## config.mk

```make
export PLATFORM = sky130hd
export DESIGN_NAME = spi_reply_frame_parser_unit
export DESIGN_NICKNAME = d
export VERILOG_FILES = /design/src/rtl/core/srfp_pkg.sv /design/src/rtl/core/srfp_cfg_regs.sv /design/src/rtl/core/srfp_step.sv /design/src/rtl/core/spi_reply_frame_parser_unit.sv
export SDC_FILE = /design/constraint.sdc
export NUM_CORES = 1
export LEC_CHECK = 0
export BUFFER_PORTS_ARGS = -buffer_cell sky130_fd_sc_hd__buf_2
export CORE_AREA = 3 3 178 180
export DETAILED_ROUTE_END_ITERATION = 12
export DIE_AREA = 0 0 181 183
export PLACE_DENSITY = 0.57
export SYNTH_ARGS = -nofsm -noshare
export SYNTH_HDL_FRONTEND = slang
export SYNTH_SLANG_ARGS = --single-unit
export TNS_END_PERCENT = 5
```

## constraint.sdc

```tcl
create_clock -name clk -period 6.7 [get_ports clk]
set_input_delay 0 -clock clk [delete_from_list [all_inputs] [get_ports clk]]
set_output_delay 0 -clock clk [all_outputs]
set_load 0.005 [all_outputs]
```

## src/rtl/core/srfp_pkg.sv

```systemverilog
// Shared types, phase codes, register indexes and byte markers for the reply frame parser.
package srfp_pkg;

    localparam int CFG_INDEX_W = 3;
    localparam int CFG_DATA_W  = 16;

    localparam logic [CFG_INDEX_W-1:0] CFG_EXPECTED_COMMAND     = 3'd0;
    localparam logic [CFG_INDEX_W-1:0] CFG_LENGTH_16BIT         = 3'd1;
    localparam logic [CFG_INDEX_W-1:0] CFG_FIRST_BUFFER_SIZE    = 3'd2;
    localparam logic [CFG_INDEX_W-1:0] CFG_SECOND_BUFFER_ENABLE = 3'd3;
    localparam logic [CFG_INDEX_W-1:0] CFG_SECOND_BUFFER_SIZE   = 3'd4;

    localparam logic [2:0] PH_WAIT   = 3'd0;
    localparam logic [2:0] PH_ECHO   = 3'd1;
    localparam logic [2:0] PH_COUNT  = 3'd2;
    localparam logic [2:0] PH_LEN_HI = 3'd3;
    localparam logic [2:0] PH_LEN_LO = 3'd4;
    localparam logic [2:0] PH_DATA   = 3'd5;

    localparam logic [7:0] START_BYTE = 8'hE0;
    localparam logic [7:0] ERROR_BYTE = 8'hEF;
    localparam logic [7:0] ECHO_FLAG  = 8'h80;

    typedef struct packed {
        logic [6:0]  expected_command;
        logic        length_16bit;
        logic [11:0] first_buffer_size;
        logic        second_buffer_enable;
        logic [15:0] second_buffer_size;
    } cfg_t;

    typedef struct packed {
        logic [2:0]  phase;
        logic [7:0]  responses_left;
        logic [7:0]  announced_count;
        logic [15:0] bytes_left;
        logic        in_second_buffer;
        logic [15:0] write_offset;
        logic [16:0] stored_total;
    } state_t;

    typedef struct packed {
        logic        store_valid;
        logic        store_buffer;
        logic [15:0] store_offset;
        logic [7:0]  store_byte;
        logic        frame_end;
        logic        frame_error;
        logic [16:0] total_stored;
        logic [7:0]  reply_count;
    } result_t;

endpackage

```

## src/rtl/core/srfp_cfg_regs.sv

```systemverilog
// Configuration register file written over the index/data write channel.
module srfp_cfg_regs
    import srfp_pkg::*;
(
    input  logic                   clk,
    input  logic                   rst_n,
    input  logic                   cfg_valid,
    output logic                   cfg_ready,
    input  logic [CFG_INDEX_W-1:0] cfg_index,
    input  logic [CFG_DATA_W-1:0]  cfg_data,
    output cfg_t                   cfg
);

    cfg_t cfg_reg;
    cfg_t cfg_next;

    assign cfg_ready = 1'b1;
    assign cfg       = cfg_reg;

    always_comb
    begin
        cfg_next = cfg_reg;
        if (cfg_valid && cfg_ready)
        begin
            unique case (cfg_index)
                CFG_EXPECTED_COMMAND:     cfg_next.expected_command = cfg_data[6:0];
                CFG_LENGTH_16BIT:         cfg_next.length_16bit = cfg_data[0];
                CFG_FIRST_BUFFER_SIZE:    cfg_next.first_buffer_size = cfg_data[11:0];
                CFG_SECOND_BUFFER_ENABLE: cfg_next.second_buffer_enable = cfg_data[0];
                CFG_SECOND_BUFFER_SIZE:   cfg_next.second_buffer_size = cfg_data[15:0];
                default:                  cfg_next = cfg_reg;
            endcase
        end
    end

    always_ff @(posedge clk or negedge rst_n)
    begin
        if (!rst_n)
        begin
            cfg_reg <= '0;
        end
        else
        begin
            cfg_reg <= cfg_next;
        end
    end

endmodule

```

## src/rtl/core/srfp_step.sv

```systemverilog
// Next-state and result logic for one received reply byte.
module srfp_step
    import srfp_pkg::*;
(
    input  cfg_t       cfg,
    input  state_t     state,
    input  logic [7:0] rx_byte,
    output state_t     state_next,
    output result_t    result,
    output logic       has_result
);

    logic [15:0] buf_size;
    logic        can_store;
    logic        store_phase;
    logic [15:0] new_len;

    assign buf_size    = state.in_second_buffer ? cfg.second_buffer_size
                                                : {4'b0000, cfg.first_buffer_size};
    assign can_store   = state.write_offset < buf_size;
    assign store_phase = (state.phase == PH_LEN_HI) || (state.phase == PH_LEN_LO)
                      || (state.phase == PH_DATA);
    assign new_len     = {state.bytes_left[15:8], rx_byte};

    always_comb
    begin
        state_next = state;
        result     = '0;

        if (store_phase && can_store)
        begin
            result.store_valid      = 1'b1;
            result.store_buffer     = state.in_second_buffer;
            result.store_offset     = state.write_offset;
            result.store_byte       = rx_byte;
            state_next.write_offset = state.write_offset + 16'd1;
            state_next.stored_total = state.stored_total + 17'd1;
        end

        unique case (state.phase)
            PH_ECHO:
            begin
                if (rx_byte != ({1'b0, cfg.expected_command} | ECHO_FLAG))
                begin
                    result.frame_end   = 1'b1;
                    result.frame_error = 1'b1;
                    state_next.phase   = PH_WAIT;
                end
                else
                begin
                    state_next.phase = PH_COUNT;
                end
            end
            PH_COUNT:
            begin
                state_next.announced_count = rx_byte;
                state_next.responses_left  = rx_byte;
                if (rx_byte == 8'd0)
                begin
                    result.frame_end = 1'b1;
                    state_next.phase = PH_WAIT;
                end
                else
                begin
                    state_next.phase = cfg.length_16bit ? PH_LEN_HI : PH_LEN_LO;
                end
            end
            PH_LEN_HI:
            begin
                state_next.bytes_left = {rx_byte, 8'h00};
                state_next.phase      = PH_LEN_LO;
            end
            PH_LEN_LO:
            begin
                state_next.bytes_left = new_len;
                if (!state.in_second_buffer && cfg.second_buffer_enable
                    && (state_next.write_offset >= {4'b0000, cfg.first_buffer_size}))
                begin
                    state_next.in_second_buffer = 1'b1;
                    state_next.write_offset     = 16'd0;
                end
                if (new_len == 16'd0)
                begin
                    state_next.responses_left = state.responses_left - 8'd1;
                    if (state_next.responses_left == 8'd0)
                    begin
                        result.frame_end = 1'b1;
                        state_next.phase = PH_WAIT;
                    end
                    else
                    begin
                        state_next.phase = cfg.length_16bit ? PH_LEN_HI : PH_LEN_LO;
                    end
                end
                else
                begin
                    state_next.phase = PH_DATA;
                end
            end
            PH_DATA:
            begin
                state_next.bytes_left = state.bytes_left - 16'd1;
                if (state_next.bytes_left == 16'd0)
                begin
                    state_next.responses_left = state.responses_left - 8'd1;
                    if (state_next.responses_left == 8'd0)
                    begin
                        result.frame_end = 1'b1;
                        state_next.phase = PH_WAIT;
                    end
                    else
                    begin
                        state_next.phase = cfg.length_16bit ? PH_LEN_HI : PH_LEN_LO;
                    end
                end
            end
            default:
            begin
                state_next.phase = PH_WAIT;
                if (rx_byte == START_BYTE)
                begin
                    state_next.announced_count  = 8'd0;
                    state_next.responses_left   = 8'd0;
                    state_next.bytes_left       = 16'd0;
                    state_next.stored_total     = 17'd0;
                    state_next.write_offset     = 16'd0;
                    state_next.in_second_buffer = 1'b0;
                    state_next.phase            = PH_ECHO;
                end
                else if (rx_byte == ERROR_BYTE)
                begin
                    state_next.announced_count = 8'd0;
                    state_next.stored_total    = 17'd0;
                    result.frame_end           = 1'b1;
                    result.frame_error         = 1'b1;
                end
            end
        endcase

        result.total_stored = state_next.stored_total;
        result.reply_count  = state_next.announced_count;
    end

    assign has_result = result.store_valid | result.frame_end;

endmodule

```

## src/rtl/core/spi_reply_frame_parser_unit.sv

```systemverilog
// Reply frame parser top level: input word register, parse state, result register.
// A word waits in the input word register until the result register can take it.
// Throughput: one word per cycle, limited only by out_stall holding a result word.
// Words that cause no result are consumed without showing anything on the output.
// Reset (rst_n low, asynchronous) empties both registers, clears the registers
// written over the configuration channel and returns the parser to start-byte search.
module spi_reply_frame_parser_unit
    import srfp_pkg::*;
(
    input  logic                   clk,
    input  logic                   rst_n,
    input  logic                   cfg_valid,
    output logic                   cfg_ready,
    input  logic [CFG_INDEX_W-1:0] cfg_index,
    input  logic [CFG_DATA_W-1:0]  cfg_data,
    input  logic                   in_valid,
    output logic                   in_stall,
    input  logic [7:0]             rx_byte,
    output logic                   out_valid,
    input  logic                   out_stall,
    output logic                   store_valid,
    output logic                   store_buffer,
    output logic [15:0]            store_offset,
    output logic [7:0]             store_byte,
    output logic                   frame_end,
    output logic                   frame_error,
    output logic [16:0]            total_stored,
    output logic [7:0]             reply_count
);

    cfg_t       cfg;
    state_t     state_reg;
    state_t     state_next;
    result_t    result_reg;
    result_t    step_result;
    logic       step_has_result;
    logic       word_valid_reg;
    logic [7:0] word_reg;
    logic       out_valid_reg;
    logic       advance;

    srfp_cfg_regs u_cfg
    (
        .clk       (clk),
        .rst_n     (rst_n),
        .cfg_valid (cfg_valid),
        .cfg_ready (cfg_ready),
        .cfg_index (cfg_index),
        .cfg_data  (cfg_data),
        .cfg       (cfg)
    );

    srfp_step u_step
    (
        .cfg        (cfg),
        .state      (state_reg),
        .rx_byte    (word_reg),
        .state_next (state_next),
        .result     (step_result),
        .has_result (step_has_result)
    );

    assign advance  = word_valid_reg && (!out_valid_reg || !out_stall);
    assign in_stall = word_valid_reg && !advance;

    always_ff @(posedge clk or negedge rst_n)
    begin
        if (!rst_n)
        begin
            word_valid_reg <= 1'b0;
            out_valid_reg  <= 1'b0;
            state_reg      <= '0;
        end
        else
        begin
            if (in_valid && !in_stall)
            begin
                word_valid_reg <= 1'b1;
            end
            else if (advance)
            begin
                word_valid_reg <= 1'b0;
            end

            if (advance)
            begin
                state_reg     <= state_next;
                out_valid_reg <= step_has_result;
            end
            else if (out_valid_reg && !out_stall)
            begin
                out_valid_reg <= 1'b0;
            end
        end
    end

    always_ff @(posedge clk)
    begin
        if (in_valid && !in_stall)
        begin
            word_reg <= rx_byte;
        end
        if (advance && step_has_result)
        begin
            result_reg <= step_result;
        end
    end

    assign out_valid    = out_valid_reg;
    assign store_valid  = result_reg.store_valid;
    assign store_buffer = result_reg.store_buffer;
    assign store_offset = result_reg.store_offset;
    assign store_byte   = result_reg.store_byte;
    assign frame_end    = result_reg.frame_end;
    assign frame_error  = result_reg.frame_error;
    assign total_stored = result_reg.total_stored;
    assign reply_count  = result_reg.reply_count;

endmodule

```

* Word-level counts from Yosys, hierarchy flattened
Index checks and enable logic that the tools add are counted.
** Word-level totals
- Register bits :: 169
- Bits of input ports :: 32
- Output and inout port bits :: 56
- Logic and storage cells :: 129
** Operators by class
- $add $sub $neg :: 4
- Magnitude comparators :: 2
- Equality and inequality tests :: 15
- Mux-type cells :: 36
- Bitwise gates (word level) :: 5
- Reduce and logical (&&, ||, !) cells :: 43
** Operator list (number)
- 2-to-1 mux 17 bit :: 4
- 2-to-1 mux 33 bit :: 2
- case mux 16 bit (4 select lines) :: 1
- case mux 17 bit (2 select lines) :: 1
- zero test 16 bit :: 2
- case mux 8 bit (4 select lines) :: 1
- 2-to-1 mux 26 bit :: 1
- 2-to-1 mux 8 bit :: 3
- adder 17 x 1 -> 17 bit (second input constant) :: 1
- adder 16 x 1 -> 16 bit (second input constant) :: 1
- == test 8 bit (second input constant) :: 2
- greater-or-equal comparator 16 x 12 -> 1 bit :: 1
- zero test 8 bit :: 2
- < comparator 16 bit :: 1
- 2-to-1 mux 16 bit :: 1
- case mux 8 bit (2 select lines) :: 1
- subtractor 16 x 1 -> 16 bit (second input constant) :: 1
- case mux 3 bit (5 select lines) :: 1
- == test 3 x 2 -> 1 bit (second input constant) :: 4
- 2-to-1 mux 3 bit :: 4
- AND reduction 2 bit :: 6
- OR reduction 4 bit :: 3
- 2-to-1 mux 11 bit :: 1
- == test 3 bit (second input constant) :: 3
- other kinds (23) :: 57

* Logic depth before layout (Yosys ltp)
- Depth in word-level cells :: 9
- Gate-level depth with buffers :: 21
- Depth with buffers taken out :: 18

* Hierarchy
Synthesis repeated with hierarchy kept, for this count alone.
** Second synthesis, totals
- Cell total of the unflattened synthesis :: 881
- Area total of the unflattened synthesis :: 9771.9 µm²
** Modules (own cells, without submodules)
- spi_reply_frame_parser_unit :: times used 1, cells an instance 217, area an instance 4543.1 µm², sequential area each 3608.5 µm²
- srfp_step :: times used 1, cells an instance 580, area an instance 3737.3 µm², sequential area each 0.0 µm²
- srfp_cfg_regs :: times used 1, cells an instance 84, area an instance 1491.4 µm², sequential area each 925.9 µm²

* Least setup slack after synthesis
Ideal clock, no wire load.
- Path kind :: register -> register
- Start point :: register state_reg[33] in the netlist's numbering
- End point :: register result_reg (netlist bit frame_end) (enable)
- Library setup time :: 0.464 ns
- Data arrival time :: 5.328 ns
- Data required time :: 6.236 ns
- Slack :: 0.909 ns
- Cell stages (with the launch flop) :: 14
- Path buffers :: 4
- Clock period less this slack :: 5.791 ns
- Path through :: dfrtp_1 > clkbuf_1 > buf_1 > nand2_1 > ha_1 > a211oi_1 > nor2_1 > nor4_1 > o21ai_1 > inv_1 > clkbuf_1 > clkbuf_1 > nor2_1 > nor2_1
** RTL lines
- start, declared :: line spi_reply_frame_parser_unit.sv:32 : state_t state_reg;
- start signal, assigned :: line spi_reply_frame_parser_unit.sv:87 : state_reg <= state_next;
- end signal, assigned :: line spi_reply_frame_parser_unit.sv:105 : result_reg <= step_result;
- end, declared :: line spi_reply_frame_parser_unit.sv:34 : result_t result_reg;

* Final worst setup path
- Start point :: register state_reg[33] in the netlist's numbering
- End point :: register state_reg[18] in the netlist's numbering
** Between the ends
- Cells in the longest elaborated chain, start to end :: 8
- Elaborated cells between the ends (all ways) :: 11
- Classes of those cells :: 2 x order compare; 5 x mux; 4 x reduce/logical
** RTL lines
- 2-to-1 mux 16 bit :: line srfp_step.sv:18 : assign buf_size = state.in_second_buffer ? cfg.second_buffer_size
- < comparator 16 bit :: line srfp_step.sv:20 : assign can_store = state.write_offset < buf_size;
- logical AND 1 bit :: line srfp_step.sv:30 : if (store_phase && can_store)
- 2-to-1 mux 33 bit :: line srfp_step.sv:30
- greater-or-equal comparator 16 x 12 -> 1 bit :: line srfp_step.sv:77 : && (state_next.write_offset >= {4'b0000, cfg.first_buffer_size}))
- logical AND 1 bit :: line srfp_step.sv:77
- 2-to-1 mux 17 bit :: line srfp_step.sv:76 : if (!state.in_second_buffer && cfg.second_buffer_enable
- case mux 17 bit (2 select lines) * :: line srfp_step.sv:40 : unique case (state.phase)
Every way passes the cells marked *; elsewhere a longest branch is shown, timed or not. The select of a mux whose other input is x is not followed.
A chain may end at the register's enable or synchronous reset.

==> results.py <==
metrics = {
    "die": {
        "core-area_sq_um": 30350,
        "fp-row-count": 64,
        "die_w_microns": 181,
        "initial_utilization": 0.2992,
        "die_area_sq_um": 33120,
        "io_pins": 88,
        "die_y_microns": 183,
    },
    "hold_path": {
        "hp-class": "primary input to flip-flop",
    },
    "final_layout": {
        "n_fill_cell": 3046,
        "multi_input_area_sq_um": 4270,
        "syn_to_final_growth_pct": 18.88,
        "seq_area_sq_um": 4534,
        "fin_nets": 1083,
        "final_area_sq_um": 10800,
        "n_antenna_cell": 0,
        "largest_reg_flops": 69,
        "drive_gt1_frac": 0.1699,
    },
    "clocking": {
        "insertion_delay_ns": 0.43,
        "cts.sinks": 169,
        "path_clk_slew_ns": 0.07,
        "cts_tree": "done",
        "root_buffer": "clkbuf_16",
        "cts_hold_buf": 30,
        "cts.path.max_buffers": 2,
        "post_cts_buffers": 0,
        "numCtsBuffers": 17,
        "cts_resized": 0,
        "htree_levels": 4,
    },
    "worst_setup_path": {
        "worst-path-max-fanout": 20,
        "end_kind": "flip-flop",
        "critPathArrivalTime_ns": 5.76,
        "max_stage_delay_ns": 0.89,
        "slowest_stage": "dfrtp_1",
        "crit_chain": "nand2_1 -> ha_1 -> a211oi_1 -> nor2_1 -> nor4_1 -> o21ai_1 -> buf_4 -> inv_1 -> nand4_1 -> nor2_1 -> xor2_1 -> ha_1 -> nor2b_1 -> a2111oi_0 -> o21ai_0 -> a221oi_1 -> o21ai_0 -> o311a_1 -> nor3_1",
        "critPathKind": "flip-flop to flip-flop",
        "cp-start-kind": "flip-flop",
        "critPathRequiredTime_ns": 7.04,
    },
    "synth": {
        "syn_area_per_cell_sq_um": 9.860,
        "ys_top_cells_by_count": "nand2_1 (124), dfrtp_1 (108), nor2_1 (97)",
        "synth-edff-count": 61,
        "yosys.area.top_type_share": 0.2976,
        "synth_ff_type": "dfrtp_1",
        "synthesis.area_sq_um": 9081,
        "yosysTopAreaCell": "dfrtp_1",
        "postSynth.asyncResetShare": 0.6391,
        "syn_nets": 987,
        "ys_seq_area_frac": 0.4993,
        "synth.distinct_cells": 63,
        "synth_seq_cells": 169,
        "yosysWarnings": 0,
        "synth.most_common_cell": "nand2_1",
        "synthCells": 921,
        "synth_area_leaders": "dfrtp_1 (30%), edfxtp_1 (20%), nand2_1 (5.1%), ha_1 (4.7%), nor2_1 (4.0%)",
    },
    "global_route": {
        "antenna_found_initial": 0,
        "grt_pass1_vias": 6889,
        "overflow": 0,
        "grt_start_max_net_pins": 61,
        "track_usage": 0.1380,
        "grt_pass1_wl_microns": 37140,
    },
    "routing": {
        "vias": 7073,
        "routed_wl_microns": 22890,
        "drt_iter0_drc": 503,
        "vias_per_cell": 4.960,
        "dr.pass1.iters": 6,
        "wire_per_inst_microns": 16.05,
        "ant_nets": 0,
        "drc": 0,
    },
    "sta": {
        "fin_crit_sh": 0.8094,
        "fin_crit_ns": 5.423,
        "maxSlewViolCount": 0,
        "slew_headroom": 0.3248,
        "fin_tns_setup_ns": 0,
        "rsz0062_at_grt": "false",
        "final_hold_viol_count": 0,
        "max_freq_mhz": 184.4,
        "tightest_slew_ns": 1.011,
        "setup_viol_count_final": 0,
        "finClkSkew_ns": 0.01651,
    },
    "power": {
        "peakVddDrop_uv": 216.5,
        "power.density_nw_per_um2": 385.5,
        "finalPower_w": 0.004162,
        "p_leak_nw": 4.456,
    },
    "placement": {
        "port_buffers": 86,
        "place_congestion": 0.8880,
        "placed_area_sq_um": 9910,
        "place_hpwl_microns": 16140,
    },
    "job": {
        "drv_cap": 0,
    },
    "outcome": {
        "status": "finished clean",
    },
}
-- cell usage in the layout, fill, tap and decap left out, types with 30 or more instances in the layout --
master,n
edfxtp_1,61
dfrtp_1,108
and2_1,30
nor2_1,96
xnor2_1,35
buf_2,85
dlygate4sd3_1,30
ha_1,34
o21ai_0,60
nand2_1,124
-- report_power, final --
| part | switching, W | internal (W) |
|---|---|---|
| Combinational | 0.000896 | 0.000608 |
| Sequential | 0.000264 | 0.00141 |
| Clock | 0.000457 | 0.000527 |
| Total | 0.00162 | 0.00255 |
-- per-stage QoR --
stage               hold WS, ns  setup slack, ns  utilization  cells
finish                  0.09806            1.277       0.3557   1426
global route             0.1236           0.8696       0.3557   1426
CTS                     0.08314            1.315       0.3557   1426
detailed placement      0.08883            1.368       0.3265   1364
global placement         0.1015            1.587       0.3265   1364
floorplan               -0.2956           0.9085            -    921
-- critical path, delay by kind of cell (launching register included) --
family	cells	cell delay [ns]
adders and majority gates	2	0.59
and+or+nand+nor	7	1.43
buffers and inverters	2	0.31
xor gates and xnor gates	1	0.18
AOI/OAI and AO/OA	7	1.93
DFF	1	0.89
-- final timing paths --
| check | to | slack [ns] | cells after the start | startpoint |
|---|---|---|---|---|
| min in group asynchronous | state_reg[52] | 0.16 | 2 | rst_n |
| worst min register to register | state_reg[54] | 0.48 | 2 | state_reg[54] |
| worst max register to register | state_reg[18] | 1.28 | 19 | state_reg[33] |
| worst min-delay path | u_cfg.cfg[16] | 0.1 | 4 | cfg_valid |
| worst max-delay path | state_reg[18] | 1.28 | 19 | state_reg[33] |
| max in group asynchronous | state_reg[66] | 5.29 | 3 | rst_n |
-- cell type report --
type                            instances  share of cell area
Tap cell                              396             0.04590
Sequential cell                       169              0.4200
Multi-Input combinational cell        675              0.3956
Clock inverter                         15             0.01484
Inverter                               29             0.01008
Clock buffer                           17             0.03941
Timing Repair Buffer                  125             0.07418
-- kinds of logic (layout without fill, tap and decap cells) --
| group | after synthesis | after routing | share of synthesized area |
|---|---|---|---|
| flops | 169 | 169 | 0.4993 |
| buf+inv | 77 | 186 | 0.03238 |
| other cells | 1 | 1 | 0.0004129 |
| xor+xnor | 58 | 58 | 0.05594 |
| mux | 40 | 40 | 0.04809 |
| compound gates | 168 | 168 | 0.1190 |
| fa+ha+maj | 34 | 34 | 0.04685 |
| simple gates | 374 | 374 | 0.1980 |
-- layer usage --
layer	wire length, microns	GRT usage	vias to the layer above
li1	-	-	3453
met1	11170	0.1997	3414
met2	10080	0.2097	186
met3	1266	0.02638	20
met4	365	0.04388	0
met5	0	0	-
Power figures use the tool's default switching activity.
